===== src/hdl/dq_pkg.sv =====
// Shared types and constants for the double-ended queue core.
package dq_pkg;

    localparam int DEPTH_DEFAULT = 16;
    localparam int WORD_W        = 32;
    localparam int OCC_W         = 5;

    typedef enum logic [1:0] {
        MODE_PUSH_FRONT = 2'd0,
        MODE_PUSH_BACK  = 2'd1,
        MODE_POP_FRONT  = 2'd2,
        MODE_POP_BACK   = 2'd3
    } mode_t;

    localparam logic [1:0] STATUS_DONE  = 2'd0;
    localparam logic [1:0] STATUS_EMPTY = 2'd1;
    localparam logic [1:0] STATUS_FULL  = 2'd2;

    typedef struct packed {
        mode_t                     mode;
        logic signed [WORD_W-1:0]  push_value;
    } dq_req_t;

    typedef struct packed {
        logic signed [WORD_W-1:0]  pop_value;
        logic [1:0]                status;
        logic [OCC_W-1:0]          occupancy;
    } dq_rsp_t;

    typedef struct packed {
        logic load;
        logic exec;
        logic finish;
    } dq_cmd_t;

    typedef struct packed {
        logic out_free;
    } dq_stat_t;

endpackage


===== src/hdl/dq_ctrl.sv =====
// Controller state machine that sequences one request through the datapath.
module dq_ctrl (
    input  logic             clk,
    input  logic             rst_n,
    input  logic             in_valid,
    output logic             in_ready,
    input  dq_pkg::dq_stat_t stat,
    output dq_pkg::dq_cmd_t  cmd
);
    import dq_pkg::*;

    typedef enum logic [1:0] {
        ST_IDLE,
        ST_EXEC,
        ST_FINISH
    } state_t;

    state_t state_reg;
    state_t state_next;

    always_comb
    begin
        state_next = state_reg;
        cmd        = '0;
        case (state_reg)
            ST_IDLE:
            begin
                if (in_valid)
                begin
                    cmd.load   = 1'b1;
                    state_next = ST_EXEC;
                end
            end
            ST_EXEC:
            begin
                cmd.exec   = 1'b1;
                state_next = ST_FINISH;
            end
            ST_FINISH:
            begin
                if (stat.out_free)
                begin
                    cmd.finish = 1'b1;
                    state_next = ST_IDLE;
                end
            end
            default:
            begin
                state_next = ST_IDLE;
            end
        endcase
    end

    assign in_ready = (state_reg == ST_IDLE);

    always_ff @(posedge clk or negedge rst_n)
    begin
        if (!rst_n)
        begin
            state_reg <= ST_IDLE;
        end
        else
        begin
            state_reg <= state_next;
        end
    end

endmodule


===== src/hdl/dq_datapath.sv =====
// Datapath holding the entry memory, head index, entry count and result register.
module dq_datapath #(
    parameter int DEPTH = dq_pkg::DEPTH_DEFAULT
) (
    input  logic             clk,
    input  logic             rst_n,
    input  dq_pkg::dq_req_t  in_data,
    input  dq_pkg::dq_cmd_t  cmd,
    output dq_pkg::dq_stat_t stat,
    output logic             out_valid,
    input  logic             out_ready,
    output dq_pkg::dq_rsp_t  out_data
);
    import dq_pkg::*;

    localparam int IDX_W = (DEPTH > 1) ? $clog2(DEPTH) : 1;
    localparam int CNT_W = $clog2(DEPTH + 1);
    localparam int SUM_W = CNT_W + 1;
    localparam logic [SUM_W-1:0] DEPTH_S = SUM_W'(DEPTH);
    localparam logic [IDX_W-1:0] LAST_IDX = IDX_W'(DEPTH - 1);

    logic signed [WORD_W-1:0] mem [DEPTH];

    dq_req_t                  req_reg;
    logic [IDX_W-1:0]         head_reg;
    logic [IDX_W-1:0]         head_next;
    logic [CNT_W-1:0]         count_reg;
    logic [CNT_W-1:0]         count_next;
    logic signed [WORD_W-1:0] rd_data_reg;
    logic                     pend_pop_reg;
    logic                     pend_pop_next;
    logic [1:0]               pend_status_reg;
    logic [1:0]               pend_status_next;
    logic [OCC_W-1:0]         pend_occ_reg;
    logic                     out_valid_reg;
    dq_rsp_t                  out_data_reg;
    dq_rsp_t                  out_data_next;

    logic                     is_full;
    logic                     is_empty;
    logic [IDX_W-1:0]         head_dec;
    logic [IDX_W-1:0]         head_inc;
    logic [SUM_W-1:0]         tail_sum;
    logic [SUM_W-1:0]         last_sum;
    logic [IDX_W-1:0]         tail_idx;
    logic [IDX_W-1:0]         last_idx;
    logic [IDX_W-1:0]         rd_addr;
    logic                     wr_en;
    logic [IDX_W-1:0]         wr_addr;

    assign is_full  = ({1'b0, count_reg} >= DEPTH_S);
    assign is_empty = (count_reg == '0);
    assign head_dec = (head_reg == '0) ? LAST_IDX : head_reg - 1'b1;
    assign head_inc = (head_reg == LAST_IDX) ? '0 : head_reg + 1'b1;

    assign tail_sum = SUM_W'(head_reg) + SUM_W'(count_reg);
    assign tail_idx = (tail_sum >= DEPTH_S) ? IDX_W'(tail_sum - DEPTH_S) : IDX_W'(tail_sum);
    assign last_sum = tail_sum - 1'b1;
    assign last_idx = (last_sum >= DEPTH_S) ? IDX_W'(last_sum - DEPTH_S) : IDX_W'(last_sum);

    always_comb
    begin
        head_next        = head_reg;
        count_next       = count_reg;
        pend_pop_next    = 1'b0;
        pend_status_next = STATUS_DONE;
        wr_en            = 1'b0;
        wr_addr          = tail_idx;
        rd_addr          = head_reg;
        case (req_reg.mode)
            MODE_PUSH_FRONT:
            begin
                wr_addr = head_dec;
                if (is_full)
                begin
                    pend_status_next = STATUS_FULL;
                end
                else
                begin
                    wr_en      = 1'b1;
                    head_next  = head_dec;
                    count_next = count_reg + 1'b1;
                end
            end
            MODE_PUSH_BACK:
            begin
                if (is_full)
                begin
                    pend_status_next = STATUS_FULL;
                end
                else
                begin
                    wr_en      = 1'b1;
                    count_next = count_reg + 1'b1;
                end
            end
            MODE_POP_FRONT:
            begin
                if (is_empty)
                begin
                    pend_status_next = STATUS_EMPTY;
                end
                else
                begin
                    pend_pop_next = 1'b1;
                    head_next     = head_inc;
                    count_next    = count_reg - 1'b1;
                end
            end
            MODE_POP_BACK:
            begin
                rd_addr = last_idx;
                if (is_empty)
                begin
                    pend_status_next = STATUS_EMPTY;
                end
                else
                begin
                    pend_pop_next = 1'b1;
                    count_next    = count_reg - 1'b1;
                end
            end
            default:
            begin
                pend_status_next = STATUS_DONE;
            end
        endcase
    end

    always_ff @(posedge clk)
    begin
        if (cmd.exec && wr_en)
        begin
            mem[wr_addr] <= req_reg.push_value;
        end
        if (cmd.exec)
        begin
            rd_data_reg <= mem[rd_addr];
        end
    end

    always_comb
    begin
        out_data_next.status    = pend_status_reg;
        out_data_next.occupancy = pend_occ_reg;
        if (pend_pop_reg)
        begin
            out_data_next.pop_value = rd_data_reg;
        end
        else if (pend_status_reg == STATUS_EMPTY)
        begin
            out_data_next.pop_value = '1;
        end
        else
        begin
            out_data_next.pop_value = '0;
        end
    end

    always_ff @(posedge clk)
    begin
        if (cmd.load)
        begin
            req_reg <= in_data;
        end
        if (cmd.exec)
        begin
            pend_pop_reg    <= pend_pop_next;
            pend_status_reg <= pend_status_next;
            pend_occ_reg    <= OCC_W'(count_next);
        end
        if (cmd.finish)
        begin
            out_data_reg <= out_data_next;
        end
    end

    always_ff @(posedge clk or negedge rst_n)
    begin
        if (!rst_n)
        begin
            head_reg      <= '0;
            count_reg     <= '0;
            out_valid_reg <= 1'b0;
        end
        else
        begin
            if (cmd.exec)
            begin
                head_reg  <= head_next;
                count_reg <= count_next;
            end
            if (cmd.finish)
            begin
                out_valid_reg <= 1'b1;
            end
            else if (out_ready)
            begin
                out_valid_reg <= 1'b0;
            end
        end
    end

    assign stat.out_free = !out_valid_reg || out_ready;
    assign out_valid     = out_valid_reg;
    assign out_data      = out_data_reg;

endmodule


===== src/hdl/double_ended_queue_core.sv =====
// Top level of the double-ended queue core: controller plus datapath.
//
// Requests arrive on the in channel (in_valid, in_ready, in_data) and carry a
// mode (push front, push back, pop front, pop back) and a word to push.
// Every request gives exactly one transfer on the out channel (out_valid,
// out_ready, out_data) with the popped word, a status and the occupancy.
// A pop on an empty queue returns -1 with the empty status; a push into a
// full queue is dropped and flagged with the full status.
// Each request moves through the core in order: the acceptance edge registers
// the request, the next edge does the memory access and pointer update, and a
// later edge loads the output register once it is free, making the result
// valid. The controller finishes one request before it takes the next, so no
// new request is accepted while one is still in the core.
// The next request may be accepted while an earlier result waits in the
// output register; if the receiver stalls, the core holds in its final step
// until the output register frees.
// Reset clears the head index and entry count, leaving the queue empty; the
// entry memory itself is not cleared.
module double_ended_queue_core #(
    parameter int DEPTH = dq_pkg::DEPTH_DEFAULT
) (
    input  logic            clk,
    input  logic            rst_n,
    input  logic            in_valid,
    output logic            in_ready,
    input  dq_pkg::dq_req_t in_data,
    output logic            out_valid,
    input  logic            out_ready,
    output dq_pkg::dq_rsp_t out_data
);
    import dq_pkg::*;

    dq_cmd_t  cmd;
    dq_stat_t stat;

    dq_ctrl u_ctrl (
        .clk      (clk),
        .rst_n    (rst_n),
        .in_valid (in_valid),
        .in_ready (in_ready),
        .stat     (stat),
        .cmd      (cmd)
    );

    dq_datapath #(
        .DEPTH (DEPTH)
    ) u_datapath (
        .clk       (clk),
        .rst_n     (rst_n),
        .in_data   (in_data),
        .cmd       (cmd),
        .stat      (stat),
        .out_valid (out_valid),
        .out_ready (out_ready),
        .out_data  (out_data)
    );

endmodule

===== config.mk =====
export PLATFORM = sky130hd
export DESIGN_NAME = double_ended_queue_core
export DESIGN_NICKNAME = d
export VERILOG_FILES = /design/src/hdl/dq_pkg.sv /design/src/hdl/dq_ctrl.sv /design/src/hdl/dq_datapath.sv /design/src/hdl/double_ended_queue_core.sv
export SDC_FILE = /design/constraint.sdc
export NUM_CORES = 1
export LEC_CHECK = 0
export ABC_CLOCK_PERIOD_IN_PS = 6000
export BUFFER_PORTS_ARGS = -buffer_cell sky130_fd_sc_hd__buf_2
export CORE_ASPECT_RATIO = 0.8
export CORE_UTILIZATION = 61
export DETAILED_ROUTE_END_ITERATION = 8
export HOLD_SLACK_MARGIN = 0.12
export PLACE_DENSITY_LB_ADDON = 0.3
export SYNTH_ARGS = -nofsm -noshare
export SYNTH_HDL_FRONTEND = slang
export SYNTH_SLANG_ARGS = --single-unit
export TNS_END_PERCENT = 5

===== constraint.sdc =====
create_clock -name clk -period 6 [get_ports clk]
set_input_delay 0.9 -clock clk [delete_from_list [all_inputs] [get_ports clk]]
set_output_delay 0.9 -clock clk [all_outputs]
set_load 0.02 [all_outputs]

==> results.yml <==
status:
  status: "finished clean"
setup_path:
  critPathTopFamily: "XOR/XNOR gates"
  worstReg2RegEnd: "u_datapath.rd_data_reg[1]$_DFFE_PN_"
  critPathMaxStageDelay_ns: 0.93
  path_cells: "ha_1 -> fa_1 -> nor3_1 -> nor2_1 -> mux2i_1 -> xor2_4 -> buf_4 -> mux4_2"
  r2r-start: "u_datapath.head_reg[0]$_DFFE_PN0P_"
  start_kind: "flop"
  worstPathArrival_ns: 4.19
  crit_path_top_delay_cell: "xor2_4"
  cp_max_fo: 23
  worstSetupPathType: "reg -> reg"
  r2r_slack_ns: 2.14
  end_kind: "flop"
  path_buf_inv: 1
  crit_required_ns: 6.33
  rr_worst_depth: 8
clock_tree:
  postCtsSetupRepairBufs: 0
  clk_pin_slew_ns: 0.06
  hold_buffers: 0
  clock_latency_ns: 0.61
  clockBufferDepth: 3
  cts-resized-gates: 0
  cts_buffers: 58
  root_buffer: "clkbuf_16"
  cts.sinks: 637
  htree_levels: 2
  cts_tree: "done"
worst_hold_path:
  holdCritPathClass: "in -> async"
drt:
  viasPerCell: 6.368
  drt_drc_violations_left: 0
  wire_per_inst_microns: 28.46
  wl_met1_mm: 19.65
  dr.pass1.iters: 5
  wl_met2_mm: 24.38
  antenna_left: 0
  vias: 10990
  top_layer: "met4"
  wl_met3_mm: 3.912
  drt_iter0_drc: 1360
  drt-total-wl_mm: 49.12
floorplan:
  fp.dieH_microns: 179.6
  dieArea_sq_mm: 0.04023
  fp.dieW_microns: 224
  start_util_pct: 62.44
  num_rows: 64
  ios: 79
  coreArea_sq_mm: 0.03852
timing:
  report.final.setup_viol: 0
  final_hold_viol_count: 0
  relSlewSlack_pct: 21.47
  max_freq_ghz: 0.2588
  finalCritPeriodShare_pct: 64.41
  rsz0062_at_grt: "false"
  period_needed_ns: 3.865
  worst_pin_slew_ns: 1.176
  skew_ns: 0.02639
  finalSetupTns_ns: 0
  drv_slew: 0
yosys:
  synth_warnings: 0
  netlist_instances: 1020
  synth_edf_count: 625
  syn_area_sq_mm: 0.02405
  yosysSeqAreaShare_pct: 79.28
  synth_top_flop_cell: "edfxtp_1"
  async_reset_ff_share_pct: 1.884
  syn_avg_cell_area_sq_um: 23.58
  synth_xor_area_share_pct: 0.4370
  yosys_register_bits: 637
  syn_nets: 1067
  synth_mux_area_share_pct: 15.29
  synth_compound_area_share_pct: 1.899
  yosys.cell_types.count: 45
  synth_adder_area_share_pct: 0.4994
  synth-simple-area-share_pct: 1.389
  synth_top_family_by_area: "multiplexers"
finish:
  fillers: 2247
  nNetsFinal: 1196
  final-seq-area_sq_mm: 0.01907
  multi_input_area_sq_mm: 0.004840
  largest_reg_flops: 512
  insertedDiodeCount: 0
  final_cell_area_sq_mm: 0.02715
  finalNonFillerCells: 1726
  drive_above_1_share_pct: 32.14
  utilization_pct: 70.50
  syn2layout_area_growth_pct: 12.91
run:
  max-cap-violations: 0
placement:
  place_inst: 1617
  placed_cell_area_sq_mm: 0.02533
  hpwl_mm: 24.93
  place.gp.congestion: 0.8055
  io_buffer_count: 78
power:
  ir_drop_mv: 0.3733
  p_leak_uw: 0.008967
  p_per_area_mw_per_mm2: 494.8
grt:
  grt_pass1_vias: 11340
  antenna_found_initial: 0
  track_usage_pct: 25.41
  grt_pass1_wl_mm: 72.78
  grt_max_degree: 129
  overflow: 0
## layer usage
layer  vias up  GRT usage [%]
li1       4576              -
met5         -              0
met3       100          4.331
met4         0          7.562
met1      5776          36.80
met2       540          40.66
## placed cells by master, fill, tap and decap left out, types with 9 or more instances in the layout
cell type,netlist,layout
clkbuf_1,23,9
o21ai_0,15,15
nor3_2,0,16
a21o_1,33,33
clkinv_1,1,21
clkbuf_16,0,59
clkinv_2,0,9
nor2_1,9,9
dfrtp_1,12,12
buf_4,11,36
inv_1,10,10
mux4_2,160,160
edfxtp_1,625,625
buf_2,9,78
nand2_1,16,16
## kinds of logic (layout without fill, tap and decap cells)
family | count (synthesis) | in the layout
fa+ha+maj | 9 | 9
compound gates | 68 | 68
mux | 167 | 167
flops | 637 | 637
buf+inv | 59 | 237
simple gates | 68 | 68
xor+xnor | 12 | 12
## worst register-to-register path: cells and delay by family (launching register included)
family                     cells  cell delay [ns]
and+or+nand+nor                2             0.28
DFF                            1             0.49
buffers and inverters          1             0.40
xor gates and xnor gates       1             0.93
muxes                          2             0.69
adders and majority gates      2             0.80
## where the power goes
part / switching [uW] / total, uW / internal (uW)
sequential: 293 / 5880 / 5590
combinational: 2040 / 4010 / 1970
clock: 1580 / 3550 / 1970
## stage by stage
step / worst slack [ns] / hold slack (ns) / power (uW)
floorplan: 1.518 / 0.4003 / 8924
global placement: 2.207 / 0.4124 / 9884
detailed placement: 2.167 / 0.4174 / 9985
CTS: 2.164 / 0.1683 / 13530
global route: 1.939 / 0.1941 / 13970
finish: 2.135 / 0.1883 / 13430
## layout make-up
class / count / share of cell area [%]
clock buffer: 68 / 5.561
inverter: 11 / 0.1521
multi-input combinational: 324 / 17.82
clock inverter: 41 / 1.157
tap: 528 / 2.433
timing repair buffer: 117 / 2.654
sequential: 637 / 70.22
## synthesized netlist by cell type (2+ instances only)
cell	number	share of area (%)
a21o_1	33	1.0
a21oi_1	8	0.17
a31oi_1	2	0.052
and2_1	2	0.052
buf_1	3	0.047
buf_2	9	0.19
buf_4	11	0.34
buf_6	2	0.094
clkbuf_1	23	0.36
dfrtp_1	12	1.2
edfxtp_1	625	78
ha_1	8	0.42
inv_1	10	0.16
mux2_2	2	0.094
mux2i_1	4	0.17
mux4_2	160	15
nand2_1	16	0.25
nand2b_1	4	0.10
nand3_1	3	0.062
nor2_1	9	0.14
nor2b_1	3	0.078
nor3_1	24	0.50
o21ai_0	15	0.31
xnor2_1	8	0.29
xor2_1	4	0.15
## worst max path at each step
stage	startpoint	end	slack [ns]	cells after the start
final	u_datapath.head_reg[0]$_DFFE_PN0P_	u_datapath.rd_data_reg[1]$_DFFE_PN_	2.14	8
after global routing	u_datapath.head_reg[1]$_DFFE_PN0P_	u_datapath.mem[14][10]$_DFFE_PP_	1.94	8
after CTS	u_datapath.head_reg[0]$_DFFE_PN0P_	u_datapath.rd_data_reg[1]$_DFFE_PN_	2.16	8
after detailed placement	u_datapath.head_reg[0]$_DFFE_PN0P_	u_datapath.rd_data_reg[5]$_DFFE_PN_	2.17	9
after global placement	u_datapath.head_reg[0]$_DFFE_PN0P_	u_datapath.rd_data_reg[5]$_DFFE_PN_	2.21	8
after floorplan	u_datapath.count_reg[1]$_DFFE_PN0N_	u_datapath.mem[0][0]$_DFFE_PP_	1.52	7
No activity file was read; power rests on OpenSTA's default activity.
